### src/sv/chip8_instruction_execute_defines.svh
// Assertion macros shared by the execute unit
`ifndef CHIP8_INSTRUCTION_EXECUTE_DEFINES_SVH
`define CHIP8_INSTRUCTION_EXECUTE_DEFINES_SVH

// implication checked at every clock outside reset
`define C8_ASSERT_IMP(label, ante, cons, msg) \
  label: assert property (@(posedge clk) disable iff (!rst_n) (ante) |-> (cons)) \
    else $error(msg);

// consequence checked in the cycle after the antecedent
`define C8_ASSERT_NXT(label, ante, cons, msg) \
  label: assert property (@(posedge clk) disable iff (!rst_n) (ante) |=> (cons)) \
    else $error(msg);

`endif

### src/sv/chip8ie_pkg.sv
// Types and constants of the CHIP-8 execute unit
`timescale 1ns / 1ps
package chip8ie_pkg;

  localparam logic [15:0] INS_CLS      = 16'h00E0;
  localparam logic [15:0] INS_RET      = 16'h00EE;
  localparam logic [7:0]  NN_ADD_I     = 8'h1E;
  localparam logic [3:0]  FLAG_REG     = 4'hF;
  localparam logic [11:0] PROG_START_RST = 12'd512;

  typedef enum logic [3:0] {
    OP_SYS     = 4'h0,
    OP_JP      = 4'h1,
    OP_CALL    = 4'h2,
    OP_SE_IMM  = 4'h3,
    OP_SNE_IMM = 4'h4,
    OP_SE_REG  = 4'h5,
    OP_LD_IMM  = 4'h6,
    OP_ADD_IMM = 4'h7,
    OP_ALU     = 4'h8,
    OP_SNE_REG = 4'h9,
    OP_LD_I    = 4'hA,
    OP_JP_V0   = 4'hB,
    OP_RND     = 4'hC,
    OP_DRW     = 4'hD,
    OP_SKP     = 4'hE,
    OP_MISC    = 4'hF
  } opclass_t;

  typedef enum logic [3:0] {
    ALU_MOV = 4'h0,
    ALU_OR  = 4'h1,
    ALU_AND = 4'h2,
    ALU_XOR = 4'h3,
    ALU_ADD = 4'h4,
    ALU_SUB = 4'h5,
    ALU_SHR = 4'h6,
    ALU_SBN = 4'h7,
    ALU_SHL = 4'hE
  } alu_op_t;

  typedef struct packed {
    logic [15:0] instruction;
    logic [7:0]  random_byte;
  } in_t;

  typedef struct packed {
    logic [11:0] next_pc;
    logic [11:0] index_value;
    logic        write_enable;
    logic [3:0]  write_reg;
    logic [7:0]  write_value;
    logic        clear_screen;
    logic        not_handled;
    logic        stack_fault;
  } out_t;

  typedef struct packed {
    logic [11:0] next_pc;
    logic [11:0] ret_addr;
    logic        idx_wr;
    logic [11:0] idx_val;
    logic        wr;
    logic [3:0]  wr_reg;
    logic [7:0]  res;
    logic        set_flag;
    logic        flag;
    logic        push;
    logic        pop;
    logic        clr;
    logic        unh;
    logic        fault;
  } exec_ctl_t;

endpackage

### src/sv/chip8ie_regfile.sv
// Sixteen 8-bit data registers with X/Y/V0 reads and flag write port
`timescale 1ns / 1ps
module chip8ie_regfile import chip8ie_pkg::*; (
  input  logic       clk,
  input  logic       rst_n,
  input  logic       we,
  input  logic [3:0] waddr,
  input  logic [7:0] wdata,
  input  logic       flag_we,
  input  logic       flag,
  input  logic [3:0] raddr_x,
  input  logic [3:0] raddr_y,
  output logic [7:0] rdata_x,
  output logic [7:0] rdata_y,
  output logic [7:0] rdata_0
);

  logic [7:0] regs_r [16];

  always_ff @(posedge clk) begin
    if (!rst_n) begin
      for (int i = 0; i < 16; i++) regs_r[i] <= '0;
    end else begin
      if (we && !(flag_we && waddr == FLAG_REG)) regs_r[waddr] <= wdata;
      // flag lands last
      if (flag_we) regs_r[FLAG_REG] <= {7'd0, flag};
    end
  end

  assign rdata_x = regs_r[raddr_x];
  assign rdata_y = regs_r[raddr_y];
  assign rdata_0 = regs_r[0];

endmodule

### src/sv/chip8ie_exec.sv
// Instruction decode and execute datapath
`timescale 1ns / 1ps
module chip8ie_exec import chip8ie_pkg::*; (
  input  logic [15:0] instruction,
  input  logic [7:0]  random_byte,
  input  logic [11:0] pc,
  input  logic [11:0] index,
  input  logic [7:0]  vx,
  input  logic [7:0]  vy,
  input  logic [7:0]  v0,
  input  logic [11:0] stack_top,
  input  logic        stack_full,
  input  logic        stack_empty,
  output exec_ctl_t   ctl
);

  opclass_t    cls;
  alu_op_t     alu_op;
  logic [7:0]  nn;
  logic [11:0] nnn;
  logic [11:0] pc2;
  logic [11:0] pc4;
  logic [8:0]  add_sum;

  assign cls     = opclass_t'(instruction[15:12]);
  assign alu_op  = alu_op_t'(instruction[3:0]);
  assign nn      = instruction[7:0];
  assign nnn     = instruction[11:0];
  assign pc2     = pc + 12'd2;
  assign pc4     = pc + 12'd4;
  assign add_sum = {1'b0, vx} + {1'b0, vy};

  always_comb begin
    ctl          = '0;
    ctl.next_pc  = pc2;
    ctl.ret_addr = pc2;
    ctl.idx_val  = index;
    ctl.wr_reg   = instruction[11:8];
    unique case (cls)
      OP_SYS: begin
        priority if (instruction == INS_CLS) begin
          ctl.clr = 1'b1;
        end else if (instruction == INS_RET) begin
          if (stack_empty) begin
            ctl.fault = 1'b1;
          end else begin
            ctl.pop     = 1'b1;
            ctl.next_pc = stack_top;
          end
        end else begin
          ctl.unh = 1'b1;
        end
      end
      OP_JP: ctl.next_pc = nnn;
      OP_CALL: begin
        if (stack_full) begin
          ctl.fault = 1'b1;
        end else begin
          ctl.push    = 1'b1;
          ctl.next_pc = nnn;
        end
      end
      OP_SE_IMM:  if (vx == nn) ctl.next_pc = pc4;
      OP_SNE_IMM: if (vx != nn) ctl.next_pc = pc4;
      OP_SE_REG:  if (vx == vy) ctl.next_pc = pc4;
      OP_SNE_REG: if (vx != vy) ctl.next_pc = pc4;
      OP_LD_IMM: begin
        ctl.wr  = 1'b1;
        ctl.res = nn;
      end
      OP_ADD_IMM: begin
        ctl.wr  = 1'b1;
        ctl.res = vx + nn;
      end
      OP_ALU: begin
        ctl.wr = 1'b1;
        unique case (alu_op)
          ALU_MOV: ctl.res = vy;
          ALU_OR:  ctl.res = vx | vy;
          ALU_AND: ctl.res = vx & vy;
          ALU_XOR: ctl.res = vx ^ vy;
          ALU_ADD: begin
            ctl.res      = add_sum[7:0];
            ctl.set_flag = 1'b1;
            ctl.flag     = add_sum[8];
          end
          ALU_SUB: begin
            ctl.res      = vx - vy;
            ctl.set_flag = 1'b1;
            ctl.flag     = (vx >= vy);
          end
          ALU_SHR: begin
            ctl.res      = {1'b0, vx[7:1]};
            ctl.set_flag = 1'b1;
            ctl.flag     = vx[0];
          end
          ALU_SBN: begin
            ctl.res      = vy - vx;
            ctl.set_flag = 1'b1;
            ctl.flag     = (vy >= vx);
          end
          ALU_SHL: begin
            ctl.res      = {vx[6:0], 1'b0};
            ctl.set_flag = 1'b1;
            ctl.flag     = vx[7];
          end
          default: begin
            ctl.wr  = 1'b0;
            ctl.unh = 1'b1;
          end
        endcase
      end
      OP_LD_I: begin
        ctl.idx_wr  = 1'b1;
        ctl.idx_val = nnn;
      end
      OP_JP_V0: ctl.next_pc = nnn + {4'd0, v0};
      OP_RND: begin
        ctl.wr  = 1'b1;
        ctl.res = random_byte & nn;
      end
      OP_DRW: ctl.unh = 1'b1;
      OP_SKP: ctl.unh = 1'b1;
      OP_MISC: begin
        if (nn == NN_ADD_I) begin
          ctl.idx_wr  = 1'b1;
          ctl.idx_val = index + {4'd0, vx};
        end else begin
          ctl.unh = 1'b1;
        end
      end
    endcase
  end

endmodule

### src/sv/chip8_instruction_execute.sv
// CHIP-8 instruction execute unit, top level
// Usage:
//   in_valid/in_ready/in_data carry one request: an instruction word and a
//   random byte. out_valid/out_ready/out_data carry one result per request:
//   next PC, index, register write, clear-screen, unhandled and fault flags.
//   cfg_we with cfg_wdata writes the program start address and loads the PC;
//   write it only while no request is in flight.
// Pipeline: an accepted request is held in the input register, then
//   executed into the output register.
// Throughput: one request per cycle while out_ready is high; the register
//   file, PC, index and return stack are all updated as the request executes.
// Reset: PC loads 512, index, data registers and stack level clear, both
//   pipeline stages empty. Return stack entries hold no reset value.
// Stall: when out_ready is low the result holds in the output register,
//   the next request waits in the input register, and in_ready drops once
//   both are full.
`timescale 1ns / 1ps
`include "chip8_instruction_execute_defines.svh"
module chip8_instruction_execute import chip8ie_pkg::*; #(
  parameter int STACK_DEPTH = 16
) (
  input  logic        clk,
  input  logic        rst_n,
  input  logic        in_valid,
  output logic        in_ready,
  input  in_t         in_data,
  output logic        out_valid,
  input  logic        out_ready,
  output out_t        out_data,
  input  logic        cfg_we,
  input  logic [11:0] cfg_wdata
);

  localparam int LVL_W = $clog2(STACK_DEPTH + 1);
  localparam int PTR_W = $clog2(STACK_DEPTH);

  logic             in_valid_r;
  in_t              in_data_r;
  logic             out_valid_r;
  out_t             out_data_r;
  out_t             out_data_nxt;
  logic [11:0]      pc_r;
  logic [11:0]      index_r;
  logic [LVL_W-1:0] level_r;
  logic [LVL_W-1:0] level_dec;
  logic [11:0]      stack_r [STACK_DEPTH];
  logic             exec_fire;
  logic             stack_full;
  logic             stack_empty;
  logic [7:0]       vx;
  logic [7:0]       vy;
  logic [7:0]       v0;
  exec_ctl_t        ctl;

  assign exec_fire   = in_valid_r && (!out_valid_r || out_ready);
  assign in_ready    = !in_valid_r || exec_fire;
  assign out_valid   = out_valid_r;
  assign out_data    = out_data_r;
  assign stack_full  = (level_r >= LVL_W'(STACK_DEPTH));
  assign stack_empty = (level_r == '0);
  assign level_dec   = level_r - LVL_W'(1);

  always_ff @(posedge clk) begin
    if (!rst_n) begin
      in_valid_r <= 1'b0;
    end else if (in_ready) begin
      in_valid_r <= in_valid;
    end
  end

  always_ff @(posedge clk) begin
    if (in_valid && in_ready) in_data_r <= in_data;
  end

  chip8ie_regfile u_regfile (
    .clk     (clk),
    .rst_n   (rst_n),
    .we      (exec_fire && ctl.wr),
    .waddr   (ctl.wr_reg),
    .wdata   (ctl.res),
    .flag_we (exec_fire && ctl.set_flag),
    .flag    (ctl.flag),
    .raddr_x (in_data_r.instruction[11:8]),
    .raddr_y (in_data_r.instruction[7:4]),
    .rdata_x (vx),
    .rdata_y (vy),
    .rdata_0 (v0)
  );

  chip8ie_exec u_exec (
    .instruction (in_data_r.instruction),
    .random_byte (in_data_r.random_byte),
    .pc          (pc_r),
    .index       (index_r),
    .vx          (vx),
    .vy          (vy),
    .v0          (v0),
    .stack_top   (stack_r[level_dec[PTR_W-1:0]]),
    .stack_full  (stack_full),
    .stack_empty (stack_empty),
    .ctl         (ctl)
  );

  always_ff @(posedge clk) begin
    if (!rst_n) begin
      pc_r         <= PROG_START_RST;
      index_r      <= '0;
      level_r      <= '0;
    end else if (cfg_we) begin
      pc_r         <= cfg_wdata;
    end else if (exec_fire) begin
      pc_r <= ctl.next_pc;
      if (ctl.idx_wr) index_r <= ctl.idx_val;
      if (ctl.push) begin
        level_r <= level_r + LVL_W'(1);
      end else if (ctl.pop) begin
        level_r <= level_dec;
      end
    end
  end

  always_ff @(posedge clk) begin
    if (exec_fire && ctl.push) stack_r[level_r[PTR_W-1:0]] <= ctl.ret_addr;
  end

  always_comb begin
    out_data_nxt              = '0;
    out_data_nxt.next_pc      = ctl.next_pc;
    out_data_nxt.index_value  = ctl.idx_wr ? ctl.idx_val : index_r;
    out_data_nxt.write_enable = ctl.wr;
    out_data_nxt.clear_screen = ctl.clr;
    out_data_nxt.not_handled  = ctl.unh;
    out_data_nxt.stack_fault  = ctl.fault;
    if (ctl.wr) begin
      out_data_nxt.write_reg   = ctl.wr_reg;
      out_data_nxt.write_value = (ctl.set_flag && ctl.wr_reg == FLAG_REG) ?
                                 {7'd0, ctl.flag} : ctl.res;
    end
  end

  always_ff @(posedge clk) begin
    if (!rst_n) begin
      out_valid_r <= 1'b0;
    end else begin
      out_valid_r <= exec_fire || (out_valid_r && !out_ready);
    end
  end

  always_ff @(posedge clk) begin
    if (exec_fire) out_data_r <= out_data_nxt;
  end

  `C8_ASSERT_IMP(a_level_bound, 1'b1, level_r <= LVL_W'(STACK_DEPTH), "stack level overflow")
  `C8_ASSERT_IMP(a_fault_no_move, ctl.fault, !ctl.push && !ctl.pop, "fault moved the stack")
  `C8_ASSERT_NXT(a_push_level, exec_fire && ctl.push && !cfg_we,
                 level_r == $past(level_r) + LVL_W'(1), "push did not raise level")
  `C8_ASSERT_NXT(a_exec_result, exec_fire, out_valid_r, "executed request produced no result")

endmodule

### config.mk
export PLATFORM = sky130hd
export DESIGN_NAME = chip8_instruction_execute
export DESIGN_NICKNAME = d
export VERILOG_FILES = /design/src/sv/chip8ie_pkg.sv /design/src/sv/chip8ie_regfile.sv /design/src/sv/chip8ie_exec.sv /design/src/sv/chip8_instruction_execute.sv
export VERILOG_INCLUDE_DIRS = /design/src /design/src/sv
export SDC_FILE = /design/constraint.sdc
export NUM_CORES = 1
export LEC_CHECK = 0
export ABC_AREA = 1
export BUFFER_PORTS_ARGS = -buffer_cell sky130_fd_sc_hd__buf_2
export CAP_MARGIN = 40
export CORE_ASPECT_RATIO = 1.5
export CORE_MARGIN = 5
export CORE_UTILIZATION = 50
export DETAILED_ROUTE_END_ITERATION = 8
export PLACE_DENSITY = 0.75
export SLEW_MARGIN = 10
export SYNTH_ARGS = -nofsm -noshare
export SYNTH_HDL_FRONTEND = slang
export SYNTH_SLANG_ARGS = --single-unit
### constraint.sdc
create_clock -name clk -period 7.3 [get_ports clk]
set_input_delay 0.365 -clock clk [delete_from_list [all_inputs] [get_ports clk]]
set_output_delay 0.365 -clock clk [all_outputs]
set_load 0.05 [all_outputs]
Yosys cells after proc, flatten, opt, wreduce, memory -nomap -nowiden --
Memories as Yosys holds them, arrays and structs flattened. A register that Yosys moved wholly into a read port is not among the register bits. Index checks and enable logic that the tools add are counted.
Operators by class: multiply operators 0, div/mod/pow operators 0, equality and inequality tests 31, $lt $le $gt $ge 3, mux-type cells 54, bitwise operators 7, reductions and logical operators 28, shift operators 0, $add $sub $neg 10
Operators by type and width (number):
- 2-to-1 mux 12 bit | 11
- one-hot mux 12 bit (8 select lines) | 1
- one-hot mux 8 bit (9 select lines) | 1
- equality test 4 bit, second input constant | 10
- equality test 16 x 8 -> 1 bit, second input constant | 2
- equality test 4 x 3 -> 1 bit, second input constant | 8
- one-hot mux 8 bit (4 select lines) | 1
- one-hot mux 13 bit (2 select lines) | 1
- adder 12 x 8 -> 12 bit | 2
- 2-to-1 mux 1 bit | 24
- AND 8 bit | 2
- equality test 4 x 2 -> 1 bit, second input constant | 4
- equality test 8 bit | 2
- >= comparator 8 bit | 2
- 2-to-1 mux 8 bit | 2
- != test 8 bit | 2
- subtractor 8 bit | 2
- 2-to-1 mux 13 bit | 1
- adder 12 x 2 -> 12 bit, second input constant | 1
- adder 12 x 3 -> 12 bit, second input constant | 1
- 2-to-1 mux 4 bit | 3
- 2-to-1 mux 5 bit | 2
- one-hot mux 2 bit (5 select lines) | 1
- adder 8 x 8 -> 9 bit | 1
- 25 further kinds | 46
Word-level totals: memory bits (read-only) 0, flip-flop bits (word level) 95, input port bits 41, word-level logic and storage cells 151, latch bits 0, bits in writable memories 320, output and inout port bits 42, memories kept 2
Memory list:
- stack_r | depth 16, width 12, read ports 1, clocked after Yosys merged registers in 0, write ports 1, RTL line chip8_instruction_execute.sv:46 | logic [11:0] stack_r [STACK_DEPTH];
- u_regfile.regs_r | depth 16, width 8, read ports 3, clocked after Yosys merged registers in 2, write ports 16, RTL line chip8ie_regfile.sv:18 | logic [7:0] regs_r [16];

Depth between registers and ports, before layout --
depth in word-level cells 12, mapped depth 27, mapped depth without buffers 24

Cells and area by module --
From an unflattened synthesis, not the netlist that was laid out.
Second synthesis, totals: cell total of the unflattened synthesis 3004, area total of the unflattened synthesis 24273.3 µm²
By module, submodules not included:
- chip8_instruction_execute | cells each 1150, area each 12026.5 µm², instances 1
- chip8ie_regfile | cells each 1008, area each 7656.1 µm², instances 1
- chip8ie_exec | cells each 846, area each 4590.7 µm², instances 1

Worst setup path before layout --
No wires, ideal clock.
kind register to register, from register (tool-made name), to memory u_regfile.regs_r[10][6], data pin, data arrival time 3419 ps, clock period less this slack 3680 ps, setup slack 3620 ps, path buffers 4, stages on the path, launching flop included 23, setup time 261 ps, cells stage by stage dfxtp_1 -> buf_4 -> inv_2 -> buf_2 -> buf_2 -> o21ai_0 -> o21ai_0 -> o221ai_1 -> nand2_1 -> inv_1 -> ha_1 -> fa_1 -> o21ai_0 -> a21oi_1 -> o21ai_0 -> nand2_1 -> nand2_1 -> o21ai_0 -> nor3_1 -> nand4_1 -> a21oi_2 -> buf_4 -> nor2_1
RTL lines (RTL line):
- end: declaration | chip8ie_regfile.sv:18

==> metrics.md <==
| Metric | Value |
|---|---|
| Status | finished clean |
| Grt met2 use | 51.1% |
| Routability cong. | 0.982 |
| Area share of the largest cell type after synthesis | 49.6% |
| Row cnt | 96 |
| Fill count | 4025 |
| Port Buffers | 82 |
| Largest area contributor in the netlist | edfxtp_1 |
| Hpwl dp | 54700 um |
| Syn. warnings | 0 |
| Utilization after layout | 56.3% |
| Commonest non-fill, non-tap cell in the layout | nand2_1 |
| PwrDens | 228 mW/mm2 |
| Period utilisation layout | 76.5% |
| Ant diodes | 0 |
| Final-report hold violation count | 0 |
| DR WL/cell | 22.3 um |
| Postcts setup bufs | 0 |
| Clock Tree Buf Depth | 3 |
| DR pass1 iterations | 6 |
| Avg Vias per Cell | 5.96 |
| Synth Flop Type | edfxtp_1 |
| Share of cells above drive strength 1 | 9.21% |
| Max_slew headroom | 35.6% |
| Type of origin of the critical path | flip-flop |
| Die W | 186 um |
| First-pass GRT wire length | 113000 um |
| H-tree level count | 2 |
| Inserted Clock Buffers | 41 |
| Final WL | 75100 um |
| RSZ-0062 raised after global routing | false |
| CTS tree | yes |
| TritonCTS Sinks | 423 |
| Most Crowded Layer GR | met2 |
| Asr flop ratio synth | 0% |
| WP data required | 7610 ps |
| Worst Path Class, Setup | reg -> reg |
| I/O pins | 83 |
| Setup violations, final | 0 |
| DIE AREA | 0.0510 mm2 |
| CTS Root Cell | clkbuf_16 |
| Vias | 20.1k |
| Number of synthesized flops with an enable pin | 384 |
| # resized after CTS | 0 |
| Die H | 274 um |
| Post-synthesis sequential area ratio | 52.9% |
| Synth Instances | 2676 |
| Grt total ovfl | 0 |
| Initial antenna violation count | 1 |
| Period minus WS final | 5590 ps |
| Core area | 0.0459 mm2 |
| #FFs+latches synth | 423 |
| Int Power | 0.00413 W |
| Clock power share | 35.4% |
| Routed Antenna Nets | 0 |
| Gr usage total | 29.1% |
| Largest net degree at the start of global routing | 90 |
| Clock Latency Late Sink | 580 ps |
| Commonest non-fill, non-tap cells in the layout | nand2_1 (604), edfxtp_1 (384), nand3_1 (280) |
| Final total power | 0.00588 W |
| Initial DRC count | 2226 |
| Nets | 2859 |
| Max-cap violations | 0 |
| Switch share | 29.7% |
| Area contributors post-synth | edfxtp_1 (50%), nand2_1 (9.7%), nand3_1 (6.0%) |
| Synthesized area | 0.0233 mm2 |
| Area grow syn2layout | 11.1% |
| Met1 Use GR | 33.1% |
| HP Class | in -> reg |
| Leakage | 10.3 nW |
| Syn_nets | 2784 |
| Final Max Slew Viols | 0 |
| Final instance area | 0.0258 mm2 |
| Arr. time, crit path | 5900 ps |
| CP Capture Type | flip-flop |
| Post-route setup TNS | 0 ps |
| Combinational group share of total power | 17.2% |
| Max rail drop VDD | 202 uV |
| Starting density of the core | 50.7% |
| Syn avg cell area | 8.69 um2 |
| Post-DP Area | 0.0243 mm2 |
| Fmax | 0.179 GHz |
| Worst slew pin tran | 962 ps |
| Share of power burned in registers | 47.4% |
| DRC Markers | 0 |
| Netlist cell types | 54 |
| CP max FO | 52 |
| Clock slew at reported path FFs | 70 ps |
| Final Skew | 19.5 ps |
| Sw Pwr | 0.00175 W |
| Vias in the first global route | 19.5k |
| Grt met3 use | 3.01% |
-- Yosys cell counts, types with 16 or more instances --
cell type	n
edfxtp_1	384
nand4_1	22
nand2_1	604
ha_1	61
nor2_1	276
buf_2	43
inv_1	251
nand3_1	280
o211ai_1	44
xor2_1	16
o221ai_1	26
a21oi_1	201
clkbuf_1	60
dfxtp_1	39
o21ai_0	200
-- power groups by stage --
| stage | clock, W | sequential (W) | combinational, W |
|---|---|---|---|
| 3_3_place_gp | 0 | 0.00284 | 0.000956 |
| 5_1_grt | 0.00221 | 0.00279 | 0.00110 |
| 6_report | 0.00208 | 0.00279 | 0.00101 |
| 3_5_place_dp | 0 | 0.00284 | 0.000980 |
| 2_1_floorplan | 0 | 0.00284 | 0.000653 |
| 4_1_cts | 0.00210 | 0.00278 | 0.000995 |
-- worst paths after layout --
path,from,endpoint,slack (ps),depth (start not counted)
setup / recovery,flip-flop,u_regfile.regs_r[10][6],1710,19
hold / removal,in_data[17],in_data_r[17],30,1
setup reg to reg,flip-flop,u_regfile.regs_r[10][6],1710,19
hold reg to reg,level_r[4],level_r[4],510,2
-- per-stage QoR --
step	std cells	worst slack [ps]	hold WS (ps)
floorplan	2676	3620	444
global placement	3253	1790	450
detailed placement	3275	1850	492
CTS	3368	1820	3.50
global route	3368	1390	17.1
finish	3368	1710	34.1
-- state kept, by name, indices dropped and copies added (netlist names), 5 cells and up, named ones only --
signal,count
in_data_r,24
index_r,12
level_r,5
out_data,40
pc_r,12
stack_r,192
u_regfile.regs_r,128
-- per-layer routing --
metal	routed length (um)	vias to the layer above
li1	-	9336
met1	26700	9524
met2	38000	932
met3	4400	278
met4	6020	0
met5	0	-
-- cell type report --
class / instances / area, um2 / share of cell area [%]
well taps: 588 / 736 / 2.85
repair buffers: 153 / 1090 / 4.21
clock buffers: 49 / 1070 / 4.13
inverters: 273 / 1020 / 3.97
flip-flops and latches: 423 / 12300 / 47.7
clock inverters: 23 / 214 / 0.828
multi-input cells: 1859 / 9380 / 36.3
-- repair_timing --
action | 4_1_cts | 5_1_grt
endpoints found under the hold margin | 21 | 0
hold buffers | 21 | 0
setup endpoints to repair | 0 | 0
-- critical path, stage by stage, from the launching register on --
cell      delay, ps
dfxtp_2         910
buf_4           440
nor2_1           70
o21ai_0         280
o221ai_1        240
nand2_1         320
inv_1           140
ha_1            260
fa_1            460
o21ai_0         200
a21oi_1         160
o21ai_0         330
nand2_1          80
nand2_1          60
o21ai_0         110
nor3_1          250
nand4_1         140
a21oi_2         520
buf_6           240
nor2_1           60
-- kinds of logic after synthesis --
logic type	count (synthesis)	share of synthesized area, %
simple gates	1226	22.2
compound gates	541	13.3
flops	423	52.9
buf+inv	394	6.77
fa+ha+maj	67	3.80
xor+xnor	18	0.678
mux	7	0.301
(Power assumes the default switching activity.)
